--- src/hdl/register_program_bitbang_encoder_unit_defines.svh ---
// ----------------------------------------------------------------------------
// Register programming bit-bang encoder: assertion macros
// Shared concurrent assertion forms, synchronous reset disables checking.
// ----------------------------------------------------------------------------
`ifndef REGISTER_PROGRAM_BITBANG_ENCODER_UNIT_DEFINES_SVH
`define REGISTER_PROGRAM_BITBANG_ENCODER_UNIT_DEFINES_SVH

// same-cycle implication
`define RPBE_ASSERT_SAME(label, clk, rst, ante, cons, msg) \
   label: assert property (@(posedge clk) disable iff (rst) (ante) |-> (cons)) \
      else $error(msg);

// next-cycle implication
`define RPBE_ASSERT_NEXT(label, clk, rst, ante, cons, msg) \
   label: assert property (@(posedge clk) disable iff (rst) (ante) |=> (cons)) \
      else $error(msg);

`endif

--- src/hdl/rpbe_pkg.sv ---
// ----------------------------------------------------------------------------
// rpbe_pkg
// Types, codes and constants of the register programming bit-bang encoder.
// ----------------------------------------------------------------------------
`timescale 1ns / 1ps

package rpbe_pkg;

   // field widths
   localparam int HDR_BITS   = 13;   // chip id, address, direction code
   localparam int DATA_W     = 34;
   localparam int CNT_W      = 6;
   localparam int CSR_DATA_W = 5;

   localparam logic [CNT_W-1:0] HDR_LAST = CNT_W'(HDR_BITS - 1);

   // data bit counts per register slot
   localparam logic [CNT_W-1:0] NBITS_STD    = 6'd8;
   localparam logic [CNT_W-1:0] NBITS_GAIN   = 6'd10;
   localparam logic [CNT_W-1:0] NBITS_SELECT = 6'd4;
   localparam logic [CNT_W-1:0] NBITS_INJECT = 6'd34;

   // special register slots
   localparam logic [3:0] REG_INDEX_GAIN   = 4'd10;
   localparam logic [3:0] REG_INDEX_SELECT = 4'd11;
   localparam logic [3:0] REG_INDEX_UNUSED = 4'd12;
   localparam logic [3:0] REG_INDEX_INJECT = 4'd13;

   // config reset values
   localparam logic [4:0] CHIP_ID_RST    = 5'd10;
   localparam logic [2:0] READ_CODE_RST  = 3'd4;
   localparam logic [2:0] WRITE_CODE_RST = 3'd1;

   // waveform words: bit0 control, bit1 clock, bit2 data, bit3 reset
   localparam logic [3:0] WORD_ZERO     = 4'h0;
   localparam logic [3:0] WORD_CTRL     = 4'h1;
   localparam logic [3:0] WORD_CLK      = 4'h2;
   localparam logic [3:0] WORD_CLK_CTRL = 4'h3;

   localparam logic [1:0] COUNT_ONE = 2'd1;
   localparam logic [1:0] COUNT_TWO = 2'd2;

   typedef enum logic [1:0] {
      CSR_READ_MODE,
      CSR_CHIP_ID,
      CSR_READ_CODE,
      CSR_WRITE_CODE
   } csr_index_type;

   typedef enum logic [3:0] {
      SEQ_IDLE,
      SEQ_LEAD,
      SEQ_HDR,
      SEQ_SYNC,
      SEQ_DATA,
      SEQ_TAIL0,
      SEQ_TAIL1,
      SEQ_TAIL2,
      SEQ_END
   } seq_state_type;

   typedef struct packed {
      logic        start_frame;
      logic [3:0]  reg_index;
      logic [33:0] primary_value;
      logic [3:0]  secondary_value;
   } req_type;

   typedef struct packed {
      logic [3:0] word_first;
      logic [3:0] word_second;
      logic [1:0] word_count;
      logic       last;
   } rsp_type;

   // sequencer start command
   typedef struct packed {
      logic             start;
      logic             pad;
      logic [CNT_W-1:0] nbits;
   } seq_cmd_type;

   // shift register strobes
   typedef struct packed {
      logic load;
      logic hdr_shift;
      logic data_shift;
   } shift_ctrl_type;

   // a serialized bit is a clock-high word then a clock-low word
   function automatic logic [3:0] bit_word_first(input logic d);
      return WORD_CLK_CTRL | {1'b0, d, 2'b00};
   endfunction

   function automatic logic [3:0] bit_word_second(input logic d);
      return WORD_CTRL | {1'b0, d, 2'b00};
   endfunction

endpackage

--- src/hdl/rpbe_shift.sv ---
// ----------------------------------------------------------------------------
// rpbe_shift
// Header and data shift registers; header leaves MSB first, data LSB first.
// ----------------------------------------------------------------------------
`timescale 1ns / 1ps

module rpbe_shift (
   input  logic                        clock,
   input  rpbe_pkg::shift_ctrl_type    shift,
   input  logic [rpbe_pkg::HDR_BITS-1:0] hdr_load,
   input  logic [rpbe_pkg::DATA_W-1:0]   data_load,
   output logic                        hdr_bit,
   output logic                        data_bit
);

   logic [rpbe_pkg::HDR_BITS-1:0] hdr_ff, hdr_in;
   logic [rpbe_pkg::DATA_W-1:0]   data_ff, data_in;

   // next contents: load or shift one bit
   always_comb begin
      hdr_in  = hdr_ff;
      data_in = data_ff;
      if (shift.load) begin
         hdr_in  = hdr_load;
         data_in = data_load;
      end else begin
         if (shift.hdr_shift) begin
            hdr_in = {hdr_ff[rpbe_pkg::HDR_BITS-2:0], 1'b0};
         end
         if (shift.data_shift) begin
            data_in = {1'b0, data_ff[rpbe_pkg::DATA_W-1:1]};
         end
      end
   end

   always_ff @(posedge clock) begin
      hdr_ff  <= hdr_in;
      data_ff <= data_in;
   end

   assign hdr_bit  = hdr_ff[rpbe_pkg::HDR_BITS-1];
   assign data_bit = data_ff[0];

endmodule

--- src/hdl/rpbe_ctrl.sv ---
// ----------------------------------------------------------------------------
// rpbe_ctrl
// Word-pair sequencer: walks lead, header, sync, data and tail phases,
// one result per step.
// ----------------------------------------------------------------------------
`timescale 1ns / 1ps
`include "register_program_bitbang_encoder_unit_defines.svh"

module rpbe_ctrl (
   input  logic                     clock,
   input  logic                     reset,
   input  rpbe_pkg::seq_cmd_type    cmd,
   input  logic                     advance,
   input  logic                     hdr_bit,
   input  logic                     data_bit,
   output rpbe_pkg::shift_ctrl_type shift,
   output logic                     fire,
   output logic                     busy,
   output rpbe_pkg::rsp_type        word
);

   rpbe_pkg::seq_state_type state_ff, state_in;
   logic [rpbe_pkg::CNT_W-1:0] cnt_ff, cnt_in;
   logic [rpbe_pkg::CNT_W-1:0] nbits_ff, nbits_in;
   logic pad_ff, pad_in;

   // next state and bit counter
   always_comb begin
      state_in = state_ff;
      cnt_in   = cnt_ff;
      nbits_in = nbits_ff;
      pad_in   = pad_ff;
      case (state_ff)
         rpbe_pkg::SEQ_IDLE: begin
            if (cmd.start) begin
               state_in = rpbe_pkg::SEQ_LEAD;
               nbits_in = cmd.nbits;
               pad_in   = cmd.pad;
            end
         end
         rpbe_pkg::SEQ_LEAD: begin
            if (advance) begin
               state_in = rpbe_pkg::SEQ_HDR;
               cnt_in   = rpbe_pkg::HDR_LAST;
            end
         end
         rpbe_pkg::SEQ_HDR: begin
            if (advance) begin
               if (cnt_ff == '0) begin
                  state_in = rpbe_pkg::SEQ_SYNC;
               end else begin
                  cnt_in = cnt_ff - 1'b1;
               end
            end
         end
         rpbe_pkg::SEQ_SYNC: begin
            if (advance) begin
               state_in = rpbe_pkg::SEQ_DATA;
               cnt_in   = nbits_ff - 1'b1;
            end
         end
         rpbe_pkg::SEQ_DATA: begin
            if (advance) begin
               if (cnt_ff == '0) begin
                  state_in = rpbe_pkg::SEQ_TAIL0;
               end else begin
                  cnt_in = cnt_ff - 1'b1;
               end
            end
         end
         rpbe_pkg::SEQ_TAIL0: begin
            if (advance) state_in = rpbe_pkg::SEQ_TAIL1;
         end
         rpbe_pkg::SEQ_TAIL1: begin
            if (advance) state_in = rpbe_pkg::SEQ_TAIL2;
         end
         rpbe_pkg::SEQ_TAIL2: begin
            if (advance) state_in = rpbe_pkg::SEQ_END;
         end
         rpbe_pkg::SEQ_END: begin
            if (advance) state_in = rpbe_pkg::SEQ_IDLE;
         end
         default: begin
            state_in = rpbe_pkg::SEQ_IDLE;
         end
      endcase
   end

   // word pair, strobes and handshake
   always_comb begin
      busy             = (state_ff != rpbe_pkg::SEQ_IDLE);
      fire             = busy && advance;
      shift.load       = cmd.start;
      shift.hdr_shift  = (state_ff == rpbe_pkg::SEQ_HDR) && advance;
      shift.data_shift = (state_ff == rpbe_pkg::SEQ_DATA) && advance;
      word.word_first  = rpbe_pkg::WORD_ZERO;
      word.word_second = rpbe_pkg::WORD_ZERO;
      word.word_count  = rpbe_pkg::COUNT_TWO;
      word.last        = 1'b0;
      case (state_ff)
         rpbe_pkg::SEQ_LEAD: begin
            word.word_second = rpbe_pkg::WORD_CTRL;
         end
         rpbe_pkg::SEQ_HDR: begin
            word.word_first  = rpbe_pkg::bit_word_first(hdr_bit);
            word.word_second = rpbe_pkg::bit_word_second(hdr_bit);
         end
         rpbe_pkg::SEQ_SYNC: begin
            word.word_first  = rpbe_pkg::WORD_CLK_CTRL;
            word.word_second = rpbe_pkg::WORD_CTRL;
         end
         rpbe_pkg::SEQ_DATA: begin
            word.word_first  = rpbe_pkg::bit_word_first(data_bit);
            word.word_second = rpbe_pkg::bit_word_second(data_bit);
         end
         rpbe_pkg::SEQ_TAIL0: begin
            word.word_first = rpbe_pkg::WORD_CTRL;
         end
         rpbe_pkg::SEQ_TAIL1, rpbe_pkg::SEQ_TAIL2: begin
            word.word_first = rpbe_pkg::WORD_CLK;
         end
         rpbe_pkg::SEQ_END: begin
            // closing zero, plus the pad zero when the frame needs it
            word.word_count = pad_ff ? rpbe_pkg::COUNT_TWO : rpbe_pkg::COUNT_ONE;
            word.last       = 1'b1;
         end
         default: begin
            word.word_count = rpbe_pkg::COUNT_TWO;
         end
      endcase
   end

   always_ff @(posedge clock) begin
      if (reset) begin
         state_ff <= rpbe_pkg::SEQ_IDLE;
      end else begin
         state_ff <= state_in;
      end
   end

   always_ff @(posedge clock) begin
      cnt_ff   <= cnt_in;
      nbits_ff <= nbits_in;
      pad_ff   <= pad_in;
   end

   `RPBE_ASSERT_SAME(a_start_when_idle, clock, reset, cmd.start, state_ff == rpbe_pkg::SEQ_IDLE, "request started while sequencer busy")
   `RPBE_ASSERT_NEXT(a_end_to_idle, clock, reset, (state_ff == rpbe_pkg::SEQ_END) && advance, state_ff == rpbe_pkg::SEQ_IDLE, "sequencer did not finish after last result")
   `RPBE_ASSERT_SAME(a_data_cnt_range, clock, reset, state_ff == rpbe_pkg::SEQ_DATA, cnt_ff < nbits_ff, "data bit count out of range")

endmodule

--- src/hdl/register_program_bitbang_encoder_unit.sv ---
// ----------------------------------------------------------------------------
// register_program_bitbang_encoder_unit
// The first result is registered from the lead phase after the request is taken.
// Throughput: 19 + n results, n = 8, 10, 4 or 34 data bits, one per cycle
// while the result channel does not stall; a request holds the block until
// its last result is issued. Requests that yield nothing start no sequence.
// Reset (synchronous, high) restores config defaults and clears frame parity.
// ----------------------------------------------------------------------------
`timescale 1ns / 1ps

module register_program_bitbang_encoder_unit (
   input  logic                              clock,
   input  logic                              reset,
   // request channel
   input  logic                              req_valid,
   output logic                              req_stall,
   input  rpbe_pkg::req_type                 req_data,
   // result channel
   output logic                              rsp_valid,
   input  logic                              rsp_stall,
   output rpbe_pkg::rsp_type                 rsp_data,
   // config write channel
   input  logic                              csr_valid,
   output logic                              csr_ready,
   input  rpbe_pkg::csr_index_type           csr_index,
   input  logic [rpbe_pkg::CSR_DATA_W-1:0]   csr_data
);

   logic       read_mode_ff;
   logic [4:0] chip_id_ff;
   logic [2:0] read_code_ff;
   logic [2:0] write_code_ff;
   logic       frame_odd_ff, frame_odd_in;

   logic                          accept;
   logic                          drop;
   logic [rpbe_pkg::DATA_W-1:0]   data_sel;
   logic [rpbe_pkg::CNT_W-1:0]    nbits_sel;
   logic [rpbe_pkg::HDR_BITS-1:0] hdr_sel;
   logic [4:0]                    addr;

   rpbe_pkg::seq_cmd_type    cmd;
   rpbe_pkg::shift_ctrl_type shift;
   rpbe_pkg::rsp_type        word;
   logic fire, busy, advance, hdr_bit, data_bit;

   logic              rsp_valid_ff;
   rpbe_pkg::rsp_type rsp_ff;

   // config registers
   assign csr_ready = 1'b1;

   always_ff @(posedge clock) begin
      if (reset) begin
         read_mode_ff  <= 1'b0;
         chip_id_ff    <= rpbe_pkg::CHIP_ID_RST;
         read_code_ff  <= rpbe_pkg::READ_CODE_RST;
         write_code_ff <= rpbe_pkg::WRITE_CODE_RST;
      end else if (csr_valid && csr_ready) begin
         case (csr_index)
            rpbe_pkg::CSR_READ_MODE:  read_mode_ff  <= csr_data[0];
            rpbe_pkg::CSR_CHIP_ID:    chip_id_ff    <= csr_data[4:0];
            rpbe_pkg::CSR_READ_CODE:  read_code_ff  <= csr_data[2:0];
            rpbe_pkg::CSR_WRITE_CODE: write_code_ff <= csr_data[2:0];
            default: ;
         endcase
      end
   end

   // request decode: data layout, bit count, header
   always_comb begin
      case (req_data.reg_index)
         rpbe_pkg::REG_INDEX_GAIN: begin
            data_sel  = {24'd0, req_data.secondary_value, req_data.primary_value[5:0]};
            nbits_sel = rpbe_pkg::NBITS_GAIN;
         end
         rpbe_pkg::REG_INDEX_SELECT: begin
            data_sel  = {30'd0, req_data.secondary_value[1:0], req_data.primary_value[1:0]};
            nbits_sel = rpbe_pkg::NBITS_SELECT;
         end
         rpbe_pkg::REG_INDEX_INJECT: begin
            data_sel  = req_data.primary_value;
            nbits_sel = rpbe_pkg::NBITS_INJECT;
         end
         default: begin
            data_sel  = {26'd0, req_data.primary_value[7:0]};
            nbits_sel = rpbe_pkg::NBITS_STD;
         end
      endcase
      if (read_mode_ff) data_sel = '0;
   end

   assign addr    = {1'b0, req_data.reg_index} + 5'd1;
   assign hdr_sel = {chip_id_ff, addr, read_mode_ff ? read_code_ff : write_code_ff};

   // unused slot, out-of-range slot, inject slot in read mode: no results
   assign drop = (req_data.reg_index == rpbe_pkg::REG_INDEX_UNUSED)
              || (req_data.reg_index > rpbe_pkg::REG_INDEX_INJECT)
              || ((req_data.reg_index == rpbe_pkg::REG_INDEX_INJECT) && read_mode_ff);

   assign req_stall = busy;
   assign accept    = req_valid && !req_stall;

   // request start; pad when the frame already holds an odd word count
   assign cmd.start = accept && !drop;
   assign cmd.pad   = frame_odd_ff && !req_data.start_frame;
   assign cmd.nbits = nbits_sel;

   // frame length parity
   always_comb begin
      frame_odd_in = frame_odd_ff;
      if (accept) begin
         if (!drop) begin
            frame_odd_in = 1'b1;
         end else if (req_data.start_frame) begin
            frame_odd_in = 1'b0;
         end
      end
   end

   always_ff @(posedge clock) begin
      if (reset) begin
         frame_odd_ff <= 1'b0;
      end else begin
         frame_odd_ff <= frame_odd_in;
      end
   end

   rpbe_shift u_shift (
      .clock     (clock),
      .shift     (shift),
      .hdr_load  (hdr_sel),
      .data_load (data_sel),
      .hdr_bit   (hdr_bit),
      .data_bit  (data_bit)
   );

   rpbe_ctrl u_ctrl (
      .clock    (clock),
      .reset    (reset),
      .cmd      (cmd),
      .advance  (advance),
      .hdr_bit  (hdr_bit),
      .data_bit (data_bit),
      .shift    (shift),
      .fire     (fire),
      .busy     (busy),
      .word     (word)
   );

   // result output register
   assign advance = !rsp_valid_ff || !rsp_stall;

   always_ff @(posedge clock) begin
      if (reset) begin
         rsp_valid_ff <= 1'b0;
      end else if (fire) begin
         rsp_valid_ff <= 1'b1;
      end else if (!rsp_stall) begin
         rsp_valid_ff <= 1'b0;
      end
   end

   always_ff @(posedge clock) begin
      if (fire) rsp_ff <= word;
   end

   assign rsp_valid = rsp_valid_ff;
   assign rsp_data  = rsp_ff;

endmodule
--- config.mk ---
export PLATFORM = sky130hd
export DESIGN_NAME = register_program_bitbang_encoder_unit
export DESIGN_NICKNAME = d
export VERILOG_FILES = /design/src/hdl/rpbe_pkg.sv /design/src/hdl/rpbe_shift.sv /design/src/hdl/rpbe_ctrl.sv /design/src/hdl/register_program_bitbang_encoder_unit.sv
export VERILOG_INCLUDE_DIRS = /design/src /design/src/hdl
export SDC_FILE = /design/constraint.sdc
export NUM_CORES = 1
export LEC_CHECK = 0
export BUFFER_PORTS_ARGS = -buffer_cell sky130_fd_sc_hd__buf_2
export CAP_MARGIN = 20
export CORE_MARGIN = 2
export CORE_UTILIZATION = 30
export CTS_CLUSTER_SIZE = 16
export DETAILED_ROUTE_END_ITERATION = 12
export SKIP_CTS_REPAIR_TIMING = 1
export SYNTH_ARGS = -nofsm -noshare
export SYNTH_HDL_FRONTEND = slang
export SYNTH_SLANG_ARGS = --single-unit
--- constraint.sdc ---
create_clock -name clock -period 5.55 [get_ports clock]
set_input_delay 0.8325 -clock clock [delete_from_list [all_inputs] [get_ports clock]]
set_output_delay 0.8325 -clock clock [all_outputs]
set_load 0.1 [all_outputs]
* Yosys cells after proc, flatten, opt, wreduce, memory -nomap -nowiden *
Cells that the tools add are included.

word-level totals
  memory bits (writable) = 0
  register bits = 89
  logic and storage cells = 116
  bits of input ports = 55
  output and inout port bits = 14
  latch bits = 0
  bits in read-only memories = 0
  memories = 0

cells by class
  reductions and logical operators = 33
  $lt $le $gt $ge = 1
  divide/modulo/power cells = 0
  shift-type cells = 0
  multipliers = 0
  mux-type cells = 33
  add/subtract/negate cells = 3
  bitwise operators = 0
  equal/unequal tests = 30

operators by type and width
  kind                                                                   count
  34-bit 2-to-1 mux                                                      3
  34-bit one-hot mux with 3 select lines                                 1
  4-bit 2-to-1 mux                                                       11
  4-bit one-hot mux with 9 select lines                                  1
  6-bit one-hot mux with 3 select lines                                  2
  13-bit 2-to-1 mux                                                      2
  6-bit 2-to-1 mux                                                       4
  2-bit by 1-bit != test with 1-bit output, second input constant        12
  4-bit equality test, second input constant                             5
  4-bit by 3-bit equality test with 1-bit output, second input constant  4
  3-bit one-hot mux with 5 select lines                                  1
  2-bit AND reduction                                                    6
  6-bit by 1-bit subtractor with 6-bit output, second input constant     2
  11-bit AND reduction                                                   1
  3-bit one-hot mux with 3 select lines                                  1
  4-bit by 2-bit equality test with 1-bit output, second input constant  2
  1-bit logical AND                                                      7
  6-bit logical NOT                                                      1
  2-bit != test, second input constant                                   3
  2-bit OR reduction                                                     3
  4-bit by 1-bit adder with 5-bit output, second input constant          1
  1-bit logical NOT                                                      5
  1-bit 2-to-1 mux                                                       5
  5-bit AND reduction                                                    1
  other kinds (12)                                                       16

* Longest topological paths before layout *
  word-level depth = 7
  gate-level depth with buffers = 10
  gate-level depth less buffers = 7

* Cells and area by module *
Synthesis repeated with hierarchy kept, for this count alone.

unflattened totals
  cell total of the unflattened synthesis = 371
  area total of the unflattened synthesis = 4578.1 um2

modules (own cells, without submodules)
  module                                 cells an instance  seq. area each (um2)  area each (um2)  instances
  rpbe_shift                             101                1411.4                2010.7           1
  register_program_bitbang_encoder_unit  151                610.6                 1443.9           1
  rpbe_ctrl                              119                470.5                 1123.6           1

* Worst setup path before layout *
OpenSTA, ideal clock, no wires.

  path kind = input -> register
  from = input port rsp_stall
  to = register u_shift.data_ff[0] (netlist name), enable pin
  arrival time = 3.476 ns
  data required time = 5.078 ns
  stages = 3
  slack = 1.602 ns
  path buffers = 0
  setup time = 0.472 ns
  cell sequence = nand2_1 > nand2b_1 > o21ai_0

between the ends
  cells in the longest elaborated chain, start to end = 4

RTL lines
  item                                 line                                          text
  from (decl)                          register_program_bitbang_encoder_unit.sv:20   input logic rsp_stall,
  1-bit logical NOT                    n/a
  1-bit logical OR                     register_program_bitbang_encoder_unit.sv:152  assign advance = !rsp_valid_ff || !rsp_stall;
  1-bit logical AND                    rpbe_ctrl.sv:95                               shift.data_shift = (state_ff == rpbe_pkg::SEQ_DATA) && advance;
  2-bit nonzero test (no source line)  n/a
  to (signal assigned)                 rpbe_shift.sv:38                              data_ff <= data_in;
  to (decl)                            rpbe_shift.sv:17                              logic [rpbe_pkg::DATA_W-1:0] data_ff, data_in;

No other way between the ends.
A chain may end at the register's enable or synchronous reset.

* Final worst setup path *
  from = input port req_data[39] (netlist name)
  to = register u_shift.data_ff[9] (netlist name), enable pin

between the ends
  cells in the longest elaborated chain, start to end = 6
  elaborated cells on any way between the ends = 9
  classes of those cells = 1 x order compare; 2 x eq/ne; 6 x reduce/logical

RTL lines
  item                                                          line                                                                                      text
  from (decl)                                                   register_program_bitbang_encoder_unit.sv:17                                               input rpbe_pkg::req_type req_data,
  4-bit greater-than comparator, or another cell as far along   register_program_bitbang_encoder_unit.sv:98                                               || (req_data.reg_index > rpbe_pkg::REG_INDEX_INJECT)
  1-bit logical OR / 1-bit logical AND (equally long branches)  register_program_bitbang_encoder_unit.sv:98, register_program_bitbang_encoder_unit.sv:99
  1-bit logical OR *                                            register_program_bitbang_encoder_unit.sv:99                                               || ((req_data.reg_index == rpbe_pkg::REG_INDEX_INJECT) && read_mode_ff);
  1-bit logical NOT *                                           n/a
  1-bit logical AND *                                           register_program_bitbang_encoder_unit.sv:105                                              assign cmd.start = accept && !drop;
  2-bit nonzero test (no source line) *                         n/a

Mark *: on every way between the ends. The rest lies on a longest branch, timed or not.

==> results by stage <==
Placement:
- Detailed placement ended at an HPWL of 5.93 mm.
- In this run the tool buffered the top-level ports with 64 buffer cells.
- At the end of routability-driven placement, the weighted congestion stood at 0.819.

Logic synthesis:
- The count of flip-flops with a built-in enable after synthesis is 66.
- Synthesis handed over a netlist of 320 instances.
- The mean instance size in the synthesized netlist is 12.5 um2.
- The Yosys step of the flow raised 0 warnings.
- After synthesis, the share of flip-flops with an asynchronous set or reset is 0.
- The mapped cell area is 4000 um2.
- The netlist uses 54 different library cells.
- The share of the Yosys chip area taken by registers is 0.585.
- The total of flip-flops plus latches after synthesis is 84.
- The main flop type after synthesis is sky130_fd_sc_hd__edfxtp_1.

STA:
- Of the available clock period, the critical path in the final layout requires 0.546.
- The number of setup violations in the final report is 0.
- The number of max-slew violations in the final report was 0.
- For the final routed database, the setup TNS stands at 0 ns.
- The count of final hold-check violations is 0.
- The worst clock skew is 0.0104 ns.
- After layout, the minimum clock period comes to 3.03 ns.
- Setup repair after global routing left no endpoint under its margin.
- Static timing analysis puts the maximum clock frequency at 330 MHz.
- At the pin with the least slew margin, the transition time is 1.04 ns.
- Headroom to the max-slew limit came out at 0.306.

Setup path:
- STA puts the critical path data arrival time at 2.98 ns.
- In this run the worst setup path begins at req_data[39].
- The count of cells along the worst register-to-register path is 4.
- The maximum fanout encountered on the critical timing path is 50.
- The worst setup path category is in -> reg.
- For flop-to-flop paths, the worst setup slack is 2.87 ns.
- The launch instance of the worst register-to-register path is read_mode_ff.
- The endpoint identified for the worst register-to-register timing path is u_shift.data_ff[9].
- The worst setup path is launched from an input port.
- The required time at the worst-slack endpoint is 5.49 ns.
- STA classifies the critical path endpoint as a flop.

Die:
- The number of placed I/O pins is 69.
- Measured along the y axis, the die boundary spans 120 um.
- Row generation in the floorplan step produced 42 rows.
- The area of the die is 14300 um2.
- The area of the core region is 13100 um2.
- The overall die width is 120 um.
- The starting density of the core is 0.305.

Detailed routing:
- The mean number of vias per cell is 4.74.
- Before antenna repair, the detailed router went through 4 iterations.
- Once detail routing completed, the nets flagged for antenna violations numbered 0.
- In the routed design, unresolved DRC markers number 0.
- The routed layout has 2648 vias.
- Dividing the detail-routed wire length by the instance count gives 14.8 um.
- The first routing iteration left 144 violations.
- The routed wire length is 8.27 mm.

Cells and area:
- The register cell area after layout is 2340 um2.
- The area taken by multi-input logic gates is 1500 um2.
- The count of inserted antenna diode cells is 0.
- From synthesis to final layout, the design area changed by 18.5%.
- Counting the fill cells in the layout gives 1321.
- The fraction of final layout cells sized beyond drive strength 1 is 0.266.
- The final net count is 439.
- The final core area utilization is 0.361.

GRT:
- The via count of the first global-routing pass came to 2607.
- The overall fraction of global-route tracks in use is 0.120.
- The maximum number of pins on one net before global-route repair is 51.
- The number of antenna violations at the first check in global routing is 0.
- The wire length of the first global-routing pass is 13.3 mm.
- The overflow left after global routing is 0.

Min path:
- The startpoint identified for the worst hold timing path is frame_odd_ff.
- In this run the worst hold path is classified as reg -> reg.
- The worst hold path was traced through 2 stages.
- The path with the worst hold slack has its endpoint at frame_odd_ff.

Clock tree:
- The buffer type at the clock tree root is sky130_fd_sc_hd__clkbuf_16.
- In this run the number of H-tree levels came out at 3.
- The number of sinks driven by the clock tree is 84.
- After clock tree synthesis, the clock-pin slew on the worst setup and hold paths is 0.06 ns.
- The buffer depth of the longest clock path is 2.
- The later pin in the worst-skew pair is clocked with a latency of 0.34 ns.
- The clock tree from TritonCTS is built.
- TritonCTS created 9 clock buffers.

Power and ir drop:
- The power per cell area is 502 nW/um2.
- Internal power comes to 1.54 mW.
- The worst-case IR drop observed on VDD is 0.138 mV.
- The share of total power dissipated in combinational logic is 0.315.
- The relative contribution of sequential cells to total power is 0.439.
- For this design the static power due to leakage is 1.84 nW.
- The switching power as a share of total power is 0.354.
- Of the total power, the clock network draws 0.246.
- The switching power total is 844 uW.

Outcome:
- The flow ran to the end, and the final reports show no timing, DRC or antenna violations.

Run:
- The reported max-cap violation count is 0.
worst max-delay path by stage:
stage / to / slack, ns
2_1_floorplan: u_shift.data_ff[0] / 1.60
3_3_place_gp: u_shift.data_ff[15] / 2.26
3_5_place_dp: u_shift.data_ff[20] / 2.18
4_1_cts: u_shift.data_ff[3] / 2.52
5_1_grt: u_shift.data_ff[3] / 2.26
6_report: u_shift.data_ff[9] / 2.52
Yosys cell counts (all sizes together), types with 5 or more instances:
library cell	n	area, um2
mux2	14	158
nor3	7	35.0
o21ai	6	30.0
a21oi	11	55.1
edfxtp	66	1980
inv	14	52.6
a22o	25	219
nand2	13	51.3
nor2	25	93.8
ha	6	75.1
nand3	5	25.0
dfxtp	18	360
clkbuf	6	22.5
buf	15	108
mux2i	14	140
nand2b	7	43.8
o2bb2ai	6	52.6
final cells by class:
cell class / instances / area share
repair buffers: 66 / 0.0714
clock buffers: 10 / 0.0482
clock inverters: 6 / 0.0134
multi-input cells: 203 / 0.316
inverters: 14 / 0.0111
flip-flops and latches: 84 / 0.494
well taps: 176 / 0.0464
kinds of logic after synthesis:
group / after synthesis / synth area share
AOI/OAI and AO/OA: 74 / 0.144
xor gates and xnor gates: 7 / 0.0153
adders and majority gates: 6 / 0.0187
buffers and inverters: 35 / 0.0456
DFF: 84 / 0.585
muxes: 28 / 0.0744
other: 2 / 0.00188
and+or+nand+nor: 84 / 0.115
metrics by stage:
| step | cells | hold WS [ns] | instance area, um2 | power [mW] | setup slack, ns |
|---|---|---|---|---|---|
| after floorplan | 322 | 0.428 | 4010 | 1.66 | 1.60 |
| final | 559 | 0.459 | 4750 | 2.38 | 2.52 |
| after detailed placement | 543 | 0.454 | 4450 | 1.81 | 2.18 |
| after global routing | 559 | 0.486 | 4750 | 2.51 | 2.26 |
| after CTS | 559 | 0.463 | 4750 | 2.41 | 2.52 |
| after global placement | 542 | 0.437 | 4440 | 1.79 | 2.26 |
critical path, cell delays in order:
cell                       delay, ns
sky130_fd_sc_hd__buf_2          0.13
sky130_fd_sc_hd__inv_1          0.09
sky130_fd_sc_hd__ha_1           0.29
sky130_fd_sc_hd__nand2b_1       0.16
sky130_fd_sc_hd__a21o_1         0.12
sky130_fd_sc_hd__a21o_2         0.80
sky130_fd_sc_hd__o21ai_4        0.52
power by group through the flow:
stage | clock network [mW] | logic (mW) | registers, mW
floorplan | 0 | 0.453 | 1.21
global placement | 0 | 0.736 | 1.06
detailed placement | 0 | 0.753 | 1.06
CTS | 0.601 | 0.757 | 1.05
global route | 0.629 | 0.812 | 1.07
finish | 0.587 | 0.749 | 1.05
layer usage:
layer,share of wire,vias up,GRT usage,routed length (um)
met5,0,-,0,0
li1,-,1307,-,-
met3,0.037,15,0.0280,309
met1,0.46,1276,0.156,3830
met4,0.019,0,0.0551,157
met2,0.48,50,0.192,3970
layout by cell type, fill, tap and decap left out, drive strengths merged, types with 10 or more instances in the layout:
master | netlist | final
mux2i | 14 | 14
nor2 | 25 | 25
edfxtp | 66 | 66
inv | 14 | 15
a21oi | 11 | 11
buf | 15 | 66
clkbuf | 6 | 10
mux2 | 14 | 14
dfxtp | 18 | 18
nand2 | 13 | 13
a22o | 25 | 25
flip-flops by register name, summed over array words and instances, names as in the netlist:
name / count
read_mode_ff: 1
u_shift.hdr_ff: 13
rsp_valid: 1
read_code_ff: 3
u_ctrl.pad_ff: 1
chip_id_ff: 5
frame_odd_ff: 1
u_ctrl.nbits_ff: 4
u_ctrl.state_ff: 4
u_ctrl.cnt_ff: 6
u_shift.data_ff: 34
rsp_data: 8
write_code_ff: 3
Power figures use the tool's default switching activity.
